### config.mk
export PLATFORM = sky130hd
export DESIGN_NAME = float32_adder_top
export DESIGN_NICKNAME = d
export VERILOG_FILES = /design/src/design/fadd_pkg.sv /design/src/design/float32_adder_top.sv /design/src/design/fadd_core.sv
export SDC_FILE = /design/constraint.sdc
export NUM_CORES = 1
export LEC_CHECK = 0
export ABC_CLOCK_PERIOD_IN_PS = 31900
export BUFFER_PORTS_ARGS = -buffer_cell sky130_fd_sc_hd__buf_2
export CORE_MARGIN = 4
export CORE_UTILIZATION = 40
export DETAILED_ROUTE_END_ITERATION = 8
export GPL_TIMING_DRIVEN = 0
export MAX_ROUTING_LAYER = met4
export PLACE_DENSITY = 0.6
export SYNTH_ARGS = -nofsm -noshare
export SYNTH_HDL_FRONTEND = slang
export SYNTH_SLANG_ARGS = --single-unit
### constraint.sdc
create_clock -name clk -period 31.9 [get_ports clk]
set_input_delay 1.595 -clock clk [delete_from_list [all_inputs] [get_ports clk]]
set_output_delay 1.595 -clock clk [all_outputs]
set_load 0.1 [all_outputs]
### src/design/fadd_pkg.sv
`default_nettype none
package fadd_pkg;

  localparam int unsigned WordW = 32;
  localparam int unsigned SumW = 27;

  // Leading-one distance below bit 25 of a 27-bit value; zero when none is set.
  function automatic logic [4:0] lead_shift(input logic [SumW-1:0] v);
    logic [4:0] r;
    logic found;
    r = 5'd0;
    found = 1'b0;
    for (int i = 25; i >= 0; i--) begin
      if (!found && v[i]) begin
        r = 5'(25 - i);
        found = 1'b1;
      end
    end
    return r;
  endfunction

endpackage
`default_nettype wire

### src/design/float32_adder_top.sv
`default_nettype none
// Single-precision adder: each transaction carries two binary32 words and
// returns their rounded sum. Operands are captured in an input register, the
// whole add is one combinational pass, and the sum sits in an output register,
// so one transaction is accepted every cycle while the output side does not
// stall, and each result passes through the input and then the output register.
module float32_adder_top (
  input  wire logic                       clk,
  input  wire logic                       rst_n,
  input  wire logic                       in_valid,
  output logic                            in_ready,
  input  wire logic [fadd_pkg::WordW-1:0] in_operand_a,
  input  wire logic [fadd_pkg::WordW-1:0] in_operand_b,
  output logic                            out_valid,
  input  wire logic                       out_ready,
  output logic      [fadd_pkg::WordW-1:0] out_sum_bits
);
  import fadd_pkg::*;

  logic s1_valid_r;
  logic [WordW-1:0] a_r, b_r, sum_r, sum_nxt;
  logic s1_ready, out_ready_int;

  assign out_ready_int = !out_valid || out_ready;
  assign s1_ready = !s1_valid_r || out_ready_int;
  assign in_ready = s1_ready;

  fadd_core u_core (.a(a_r), .b(b_r), .y(sum_nxt));

  always_ff @(posedge clk) begin
    if (!rst_n) begin
      s1_valid_r <= 1'b0;
      out_valid <= 1'b0;
    end else begin
      if (s1_ready) s1_valid_r <= in_valid;
      if (out_ready_int) out_valid <= s1_valid_r;
    end
    if (in_valid && s1_ready) begin
      a_r <= in_operand_a;
      b_r <= in_operand_b;
    end
    if (s1_valid_r && out_ready_int) sum_r <= sum_nxt;
  end

  assign out_sum_bits = sum_r;

  a_hold: assert property (@(posedge clk) disable iff (!rst_n)
    out_valid && !out_ready |=> out_valid && $stable(out_sum_bits))
    else $error("result changed while stalled");
  a_ready: assert property (@(posedge clk) disable iff (!rst_n)
    !in_ready |-> s1_valid_r && out_valid && !out_ready)
    else $error("input stalled without a full pipeline");
  a_move: assert property (@(posedge clk) disable iff (!rst_n)
    s1_valid_r && out_ready_int |=> out_valid)
    else $error("stage one transaction lost");

endmodule
`default_nettype wire

### src/design/fadd_core.sv
`default_nettype none
module fadd_core (
  input  wire logic [fadd_pkg::WordW-1:0] a,
  input  wire logic [fadd_pkg::WordW-1:0] b,
  output logic      [fadd_pkg::WordW-1:0] y
);
  import fadd_pkg::*;

  logic sa, sb, sbig, pick_a, sticky0, sticky, rnd_up;
  logic [7:0] ea, eb, xa, xb, ebig, diff, ez, ey;
  logic [4:0] sh, se;
  logic [22:0] fa, fb, my;
  logic [23:0] ma, mb, mbig, msml;
  logic [54:0] al;
  logic [25:0] top;
  logic [26:0] sum, md, mf;
  logic [8:0] ed;
  logic signed [9:0] ef;
  logic [24:0] mr;

  always_comb begin
    sa = a[31]; ea = a[30:23]; fa = a[22:0];
    sb = b[31]; eb = b[30:23]; fb = b[22:0];
    ma = (ea != 8'd0) ? {1'b1, fa} : {1'b0, fa};
    mb = (eb != 8'd0) ? {1'b1, fb} : {1'b0, fb};
    xa = (ea != 8'd0) ? ea : 8'd1;
    xb = (eb != 8'd0) ? eb : 8'd1;
    diff = (xa > xb) ? xa - xb : xb - xa;
    sh = (diff > 8'd31) ? 5'd31 : diff[4:0];
    pick_a = (sh == 5'd0) ? (ma > mb) : (xa > xb);
    mbig = pick_a ? ma : mb;
    msml = pick_a ? mb : ma;
    ebig = pick_a ? xa : xb;
    sbig = pick_a ? sa : sb;
    al = {msml, 31'd0} >> sh;
    sticky0 = al[28:0] != 29'd0;
    top = al[54:29];
    sum = (sa == sb) ? ({1'b0, mbig, 2'b00} + {1'b0, top})
                     : ({1'b0, mbig, 2'b00} - {1'b0, top});

    if (sum[26]) begin
      if (ebig == 8'd254) begin
        ed = 9'd255; md = 27'h2000000; sticky = 1'b0;
      end else begin
        ed = {1'b0, ebig} + 9'd1; md = sum >> 1; sticky = sticky0 | sum[0];
      end
    end else begin
      ed = {1'b0, ebig}; md = sum; sticky = sticky0;
    end

    se = lead_shift(md);
    ef = $signed({1'b0, ed}) - $signed({5'd0, se});
    ez = (ef > 0) ? ef[7:0] : 8'd0;
    mf = (ef > 0) ? (md << se) : (md << ((ed[4:0] - 5'd1)));

    rnd_up = mf[1] & (mf[0] | (!sticky & mf[2]) | (sticky & (sa == sb)));
    mr = mf[26:2] + {24'd0, rnd_up};

    if (mr[24]) begin
      ey = ez + 8'd1; my = 23'd0;
    end else if (mr[23:0] == 24'd0) begin
      ey = 8'd0; my = 23'd0;
    end else begin
      ey = (ez == 8'd0 && mr[23]) ? 8'd1 : ez;
      my = mr[22:0];
    end

    if (ea == 8'hFF && eb != 8'hFF)
      y = {sa, 8'hFF, fa != 23'd0, fa[21:0]};
    else if (eb == 8'hFF && ea != 8'hFF)
      y = {sb, 8'hFF, fb != 23'd0, fb[21:0]};
    else if (ea == 8'hFF) begin
      if (fa != 23'd0) y = {sa, 8'hFF, 1'b1, fa[21:0]};
      else if (fb != 23'd0) y = {sb, 8'hFF, 1'b1, fb[21:0]};
      else if (sa == sb) y = {sa, 8'hFF, 23'd0};
      else y = 32'hFFC00000;
    end else
      y = {((ey == 8'd0 && my == 23'd0) ? (sa & sb) : sbig), ey, my};
  end

endmodule
`default_nettype wire
### Word level (Yosys, flattened, before mapping)

Cells that the tools add are included.

* output and inout bits: 34
* register bits after elaboration: 98
* input port bits: 68
* word-level logic and storage cells: 189

* bitwise operators: 7
* $lt $le $gt $ge: 4
* equality and inequality tests: 6
* muxes and demuxes: 82
* add/subtract/negate cells: 9
* shift-type cells: 3
* reductions and logical operators: 72

Operators by type and width (count)
* $mux 32: 6
* $mux 24: 4
* $mux 8: 8
* $mux 5: 11
* $shr 55x5->55: 1
* $mux 27: 2
* $shl 26x5->27: 2
* $mux 23: 2
* $reduce_bool 23->1: 2
* $mux 4: 8
* $logic_and 1x1->1: 31
* $mux 1: 31
* $reduce_bool 29->1: 1
* $logic_not 1->1: 28
* $add 26x26->27: 1
* $sub 26x26->27: 1
* $mux 26: 1
* $add 25x1->25: 1
* $mux 25: 1
* $eq 8x8->1 const B: 3
* $gt 24x24->1: 1
* $logic_not 24->1: 1
* $logic_not 23->1: 1
* $mux 9: 2
* other kinds (19): 33

### Depth between registers and ports, before layout

* depth in word-level cells: 108
* depth in mapped cells: 84
* mapped depth without buffers: 76

### By module

Synthesis repeated with hierarchy kept, for this count alone.

* cells, all modules: 2373
* area, all modules: 17023.8 µm²

By module, submodules not included
* fadd_core: seq. area each 0.0 µm², cells each 2268, area each 14037.2 µm², times used 1
* float32_adder_top: seq. area each 2922.8 µm², cells each 105, area each 2986.6 µm², times used 1

### Worst setup path after synthesis

No wires, ideal clock.

* path kind: register -> register
* from: register b_r[26]
* to: register sum_r[14] (netlist: out_sum_bits[14]), data pin
* library setup time: 0.260 ns
* period minus slack after synthesis: 16.508 ns
* required time: 31.640 ns
* path slack: 15.392 ns
* buffers on the path: 9
* arrival time: 16.248 ns
* cell stages (with the launch flop): 78
* cells stage by stage: edfxtp_1 > buf_4 > or4_1 > nor2_1 > nor2_1 > inv_1 > ha_1 > inv_1 > fa_1 > a31o_2 > a21oi_4 > nor3_1 > nor3b_2 > o2111a_1 > buf_4 > nand4_4 > mux2i_4 > clkbuf_1 > [42 not listed] > o21ai_1 > nand3_2 > and2_1 > o21a_1 > nor4_1 > ha_1 > a21boi_0 > nand2_1 > nor4_2 > nand4_1 > or4b_2 > and3_1 > a211oi_2 > a21oi_2 > buf_6 > a22oi_2 > o21ai_1 > mux2_2

* word-level cells in the longest chain between the ends: 103
* elaborated cells on any way between the ends: 152
* classes of those cells: add/sub: 8; order compare: 4; eq/ne: 3; shift: 3; mux: 71; bitwise: 6; reduce/logical: 57

RTL lines
* start: declaration: line float32_adder_top.sv:21 `logic [WordW-1:0] a_r, b_r, sum_r, sum_nxt;`
* start signal: assignment: line float32_adder_top.sv:40 `b_r <= in_operand_b;`
* $reduce_bool 8->1: line fadd_core.sv:25, fadd_core.sv:27
* $mux 8: line fadd_core.sv:27 `xb = (eb != 8'd0) ? eb : 8'd1;`
* $sub 8x8->8 or $gt 8x8->1 (tied branches): line fadd_core.sv:28, fadd_core.sv:30
* $mux 8: line fadd_core.sv:28 `diff = (xa > xb) ? xa - xb : xb - xa;`
* $gt 8x5->1: line fadd_core.sv:29 `sh = (diff > 8'd31) ? 5'd31 : diff[4:0];`
* $mux 5: line fadd_core.sv:29
* $logic_not 5->1: line fadd_core.sv:30 `pick_a = (sh == 5'd0) ? (ma > mb) : (xa > xb);`
* $mux 1: line fadd_core.sv:30
* [88 not listed]
* $add 25x1->25: line fadd_core.sv:57 `mr = mf[26:2] + {24'd0, rnd_up};`
* $logic_not 24->1: line fadd_core.sv:61 `end else if (mr[23:0] == 24'd0) begin`
* $mux 23: line fadd_core.sv:61
* $mux 23: line fadd_core.sv:59 `if (mr[24]) begin`
* $mux 32: line fadd_core.sv:72 `else if (ea == 8'hFF) begin`
* $mux 32: line fadd_core.sv:70 `else if (eb == 8'hFF && ea != 8'hFF)`
* $mux 32 *: line fadd_core.sv:68 `if (ea == 8'hFF && eb != 8'hFF)`
* via sum_nxt[14]: line float32_adder_top.sv:21
* end signal: assignment: line float32_adder_top.sv:42 `if (s1_valid_r && out_ready_int) sum_r <= sum_nxt;`
* end: declaration: line float32_adder_top.sv:21

Mark *: on every way through the listed nets, which the timed path passes. The rest lies on a longest branch.
A chain may end at the register's enable or synchronous reset.

### Final worst setup path

* from: register b_r[26]
* to: register sum_r[31] (netlist: out_sum_bits[31]), data pin

* word-level cells in the longest chain between the ends: 107
* elaborated cells on any way between the ends: 164
* classes of those cells: add/sub: 9; order compare: 4; eq/ne: 3; shift: 3; mux: 77; bitwise: 6; reduce/logical: 62

RTL lines (line)
* branches (longest 106 deep; another with $sub 26x26->27)
* $mux 32 *: fadd_core.sv:68
* via sum_nxt[31]: float32_adder_top.sv:21

Mark *: on every way through the listed nets, which the timed path passes.

==> summary.txt <==
Logic synthesis
  – Post-synthesis sequential area ratio: 17.21%
  – Top FF cell, synth: edfxtp_1
  – Synth area leaders: edfxtp_1 (17%), ha_1 (7.5%), nand2_1 (5.8%)
  – Cell accounting for the most synthesized area: edfxtp_1
  – Avg Inst Size Synth: 7.312 um2
  – Post-synthesis cell area: 16990 um2
  – Synth Net Count: 2497
  – Gate Count Post-Synth: 2323
  – Post-synth top area share: 16.97%
  – Most common cell in the netlist: nand2_1
  – Ys async rst share: 0%
  – Synth cell count leaders: nand2_1 (263), nor2_1 (214), a21oi_1 (156), o21ai_0 (134)
  – Number of synthesized flops with an enable pin: 96
  – Synth unique cells: 120
  – Synth Warn #: 0
  – Yosys reg bits: between 90 and 100

STA
  – Maximum clock rate: 44.94 MHz
  – Worst slew pin tran: 1.414 ns
  – Max Slew Vio Count: 0
  – Setup tns final: 0 ns
  – Slew headroom: under 10%
  – Fin crit share: 69.76%
  – Final Skew: between 0.015 and 0.02 ns
  – Final min period: 22.25 ns
  – Hold Vio Cnt, Final: 0
  – RSZ-0062 raised after global routing: no
  – Final setup viols: 0

CTS
  – # H-tree levels: 3
  – Clock-pin slew on the worst setup and hold paths: about 0.08 ns
  – PostCTS Resize Cnt: 0
  – Cts hold-fix bufs: 0
  – Total CTS buffers: 9
  – Clock Latency Late Sink: 0.38 ns
  – Clk sinks: 98
  – CTS tree: built
  – Max Root-Sink Buffers: 2
  – Setup bufs post-CTS: 0
  – Root buf cell: clkbuf_16

Setup path
  – CP top delay family: compound AO/OA/AOI/OAI gates
  – R2r setup slk: 9.65 ns
  – Slowest-stage cell, CP: a211oi_1
  – CP Buf/Inv Count: 13
  – CP arrival: 22.45 ns
  – Worst path required time: 32.10 ns
  – FF-to-FF Start: b_r[26]
  – Critical path launch point: b_r[26]
  – Levels on crit path: 77
  – Critical path capture point type: flop
  – Reg2reg end: out_sum_bits[31]
  – Worst setup SP type: flop
  – R2r worst-path depth: 77
  – CP peak stage delay: 1.15 ns
  – Crit path kind: reg -> reg
  – Crit path capture: out_sum_bits[31]
  – Worst-path fanout max: 10

Cells and area
  – Post-layout net count: about 2600
  – Area delta synth->final: 8.965%
  – Layout cells sized above 1: 10.07%
  – Antenna diodes: 0

Min path
  – Hold crit path type: reg -> reg
  – Hold_sp: s1_valid_r

Routing
  – Remaining antenna violation count after routing: 0
  – DRT Pass-1 Iters: 6
  – Number of DRC markers in iteration 0: roughly 2600
  – Detailed-route via count: approximately 20000
  – Final wirelength: 82160 um
  – Number of remaining DRC errors: 0
  – Routed vias/inst: ~6.7
  – WL per Instance: 27.56 um

Floorplan
  – Site Rows: 75
  – Die Ht: roughly 210 um
  – I/O pin cnt: 102
  – Core box area: 41950 um2
  – DIE WIDTH: about 210 um
  – Starting Density: 40.49%
  – Full die area: approximately 46000 um2

Power and ir drop
  – PD cells: between 60 and 70 nW/um2
  – Static Leak: 0.007271 uW
  – Clock group share of total power: 8.8%
  – Worst VDD drop: 0.06264 mV
  – Pwr Total: approximately 1300 uW
  – Logic gate share of total power: approximately 77%
  – Sw Pwr: 739.7 uW
  – Sequential share of power: 14.6%
  – Switching share of power: 58.82%
  – Internal power: 517.9 uW

Placement
  – Gpl congestion: ~1.0
  – Port Buffers: 101
  – Post-DP HPWL: between 60000 and 70000 um

Global routing
  – Vias in the first global route: 18420
  – Largest net degree at the start of global routing: 43
  – Initial antenna violation count: 0
  – GRT overflow: 0
  – First-pass GRT wire length: 120500 um
  – Overall routing resource usage: 34.88%

Flow run
  – # Max-Cap Violations: 0

Run status
  – Status: finished, final reports clean
## cell families after synthesis
kind of cell               Yosys count  synth area share (%)
muxes                              100                 6.247
adders and majority gates          106                 7.985
AOI/OAI and AO/OA                  801                 33.23
xor gates and xnor gates            54                 3.028
DFF                                 98                 17.21
buffers and inverters              271                 6.446
and+or+nand+nor                    893                 25.86
## cell usage in the layout, fill, tap and decap left out, types with 13 or more instances in the layout
cell      synthesis  layout
nand2_1         263     263
nor2_1          214     214
a21oi_1         156     156
o21ai_0         134     134
buf_2            17     118
inv_1           115     115
clkbuf_1        115     115
nand3_1         107     107
ha_1            102     102
edfxtp_1         96      96
mux2i_1          74      74
nor3_1           59      59
o211ai_1         51      51
a21o_1           38      38
a211oi_1         36      36
xnor2_1          36      36
nand4_1          34      34
a31oi_1          34      34
nor4_1           32      32
o21ai_1          31      31
a22oi_1          25      25
and2_1           25      24
nand2b_1         24      24
and3_1           23      23
mux2_2           22      22
or3_1            19      19
a221oi_1         18      18
o22ai_1          18      18
o21a_1           17      17
o21bai_1         17      17
nor2b_1          17      16
a211o_1          15      15
a32oi_1          15      15
o31ai_1          14      14
a22o_1           14      14
xor2_1           14      14
o211a_1          13      13
## cell type report
class	instances	area (um2)
sequential	98	2923
timing repair buffer	103	533.0
clock buffer	9	225.2
inverter	117	439.2
clock inverter	7	81.33
buffer	154	655.6
tap	539	674.4
fill	4370	23440
multi-input combinational	1954	12980
## worst min path at each step
stage	end	slack (ns)	cells past startpoint
2_1_floorplan	out_valid	0.48	1
3_3_place_gp	out_valid	0.48	1
3_5_place_dp	out_valid	0.51	1
4_1_cts	out_valid	0.54	1
5_1_grt	out_valid	0.58	1
6_report	out_valid	0.54	1
## sequential cells by signal, summed over array words and instances (netlist names)
signal        flops
s1_valid_r        1
out_valid         1
out_sum_bits     32
a_r              32
b_r              32
## worst register-to-register path, delay by kind of cell, from the launching register on
kind                     cells  cell delay, ns
AO/OA/AOI/OAI               28            8.19
XOR/XNOR                     1            0.39
adder cells (fa/ha/maj)      8            2.22
multiplexers                 3            1.34
flip-flops                   1            0.37
buffers and inverters       13            3.37
AND/OR/NAND/NOR             24            6.23
## routing by layer
| layer | track usage, % | wire, um |
|---|---|---|
| met1 | 46.12 | 35000 |
| met2 | 54.49 | 37000 |
| met3 | 5.144 | 6482 |
| met4 | 12.88 | 3670 |
| met5 | - | 0 |
## power by group through the flow
| stage | logic (uW) | clock network, uW | registers, uW |
|---|---|---|---|
| 2_1_floorplan | 585 | 0 | 248 |
| 3_3_place_gp | 929 | 0 | 185 |
| 3_5_place_dp | 927 | 0 | 185 |
| 4_1_cts | 934 | 114 | 182 |
| 5_1_grt | 1020 | 119 | 184 |
| 6_report | 964 | 111 | 183 |
## through the flow
stage	utilization [%]	setup slack (ns)	std cells	cell area (um2)	hold slack [ns]
final	44.12	9.647	2981	18510	0.5363
after floorplan	-	15.39	2323	16990	0.4768
after global routing	44.12	8.363	2981	18510	0.5791
after global placement	43.31	10.38	2963	18160	0.4823
after CTS	44.10	10.21	2980	18500	0.5365
after detailed placement	43.37	10.32	2964	18190	0.5116
Power figures use the tool's default switching activity.
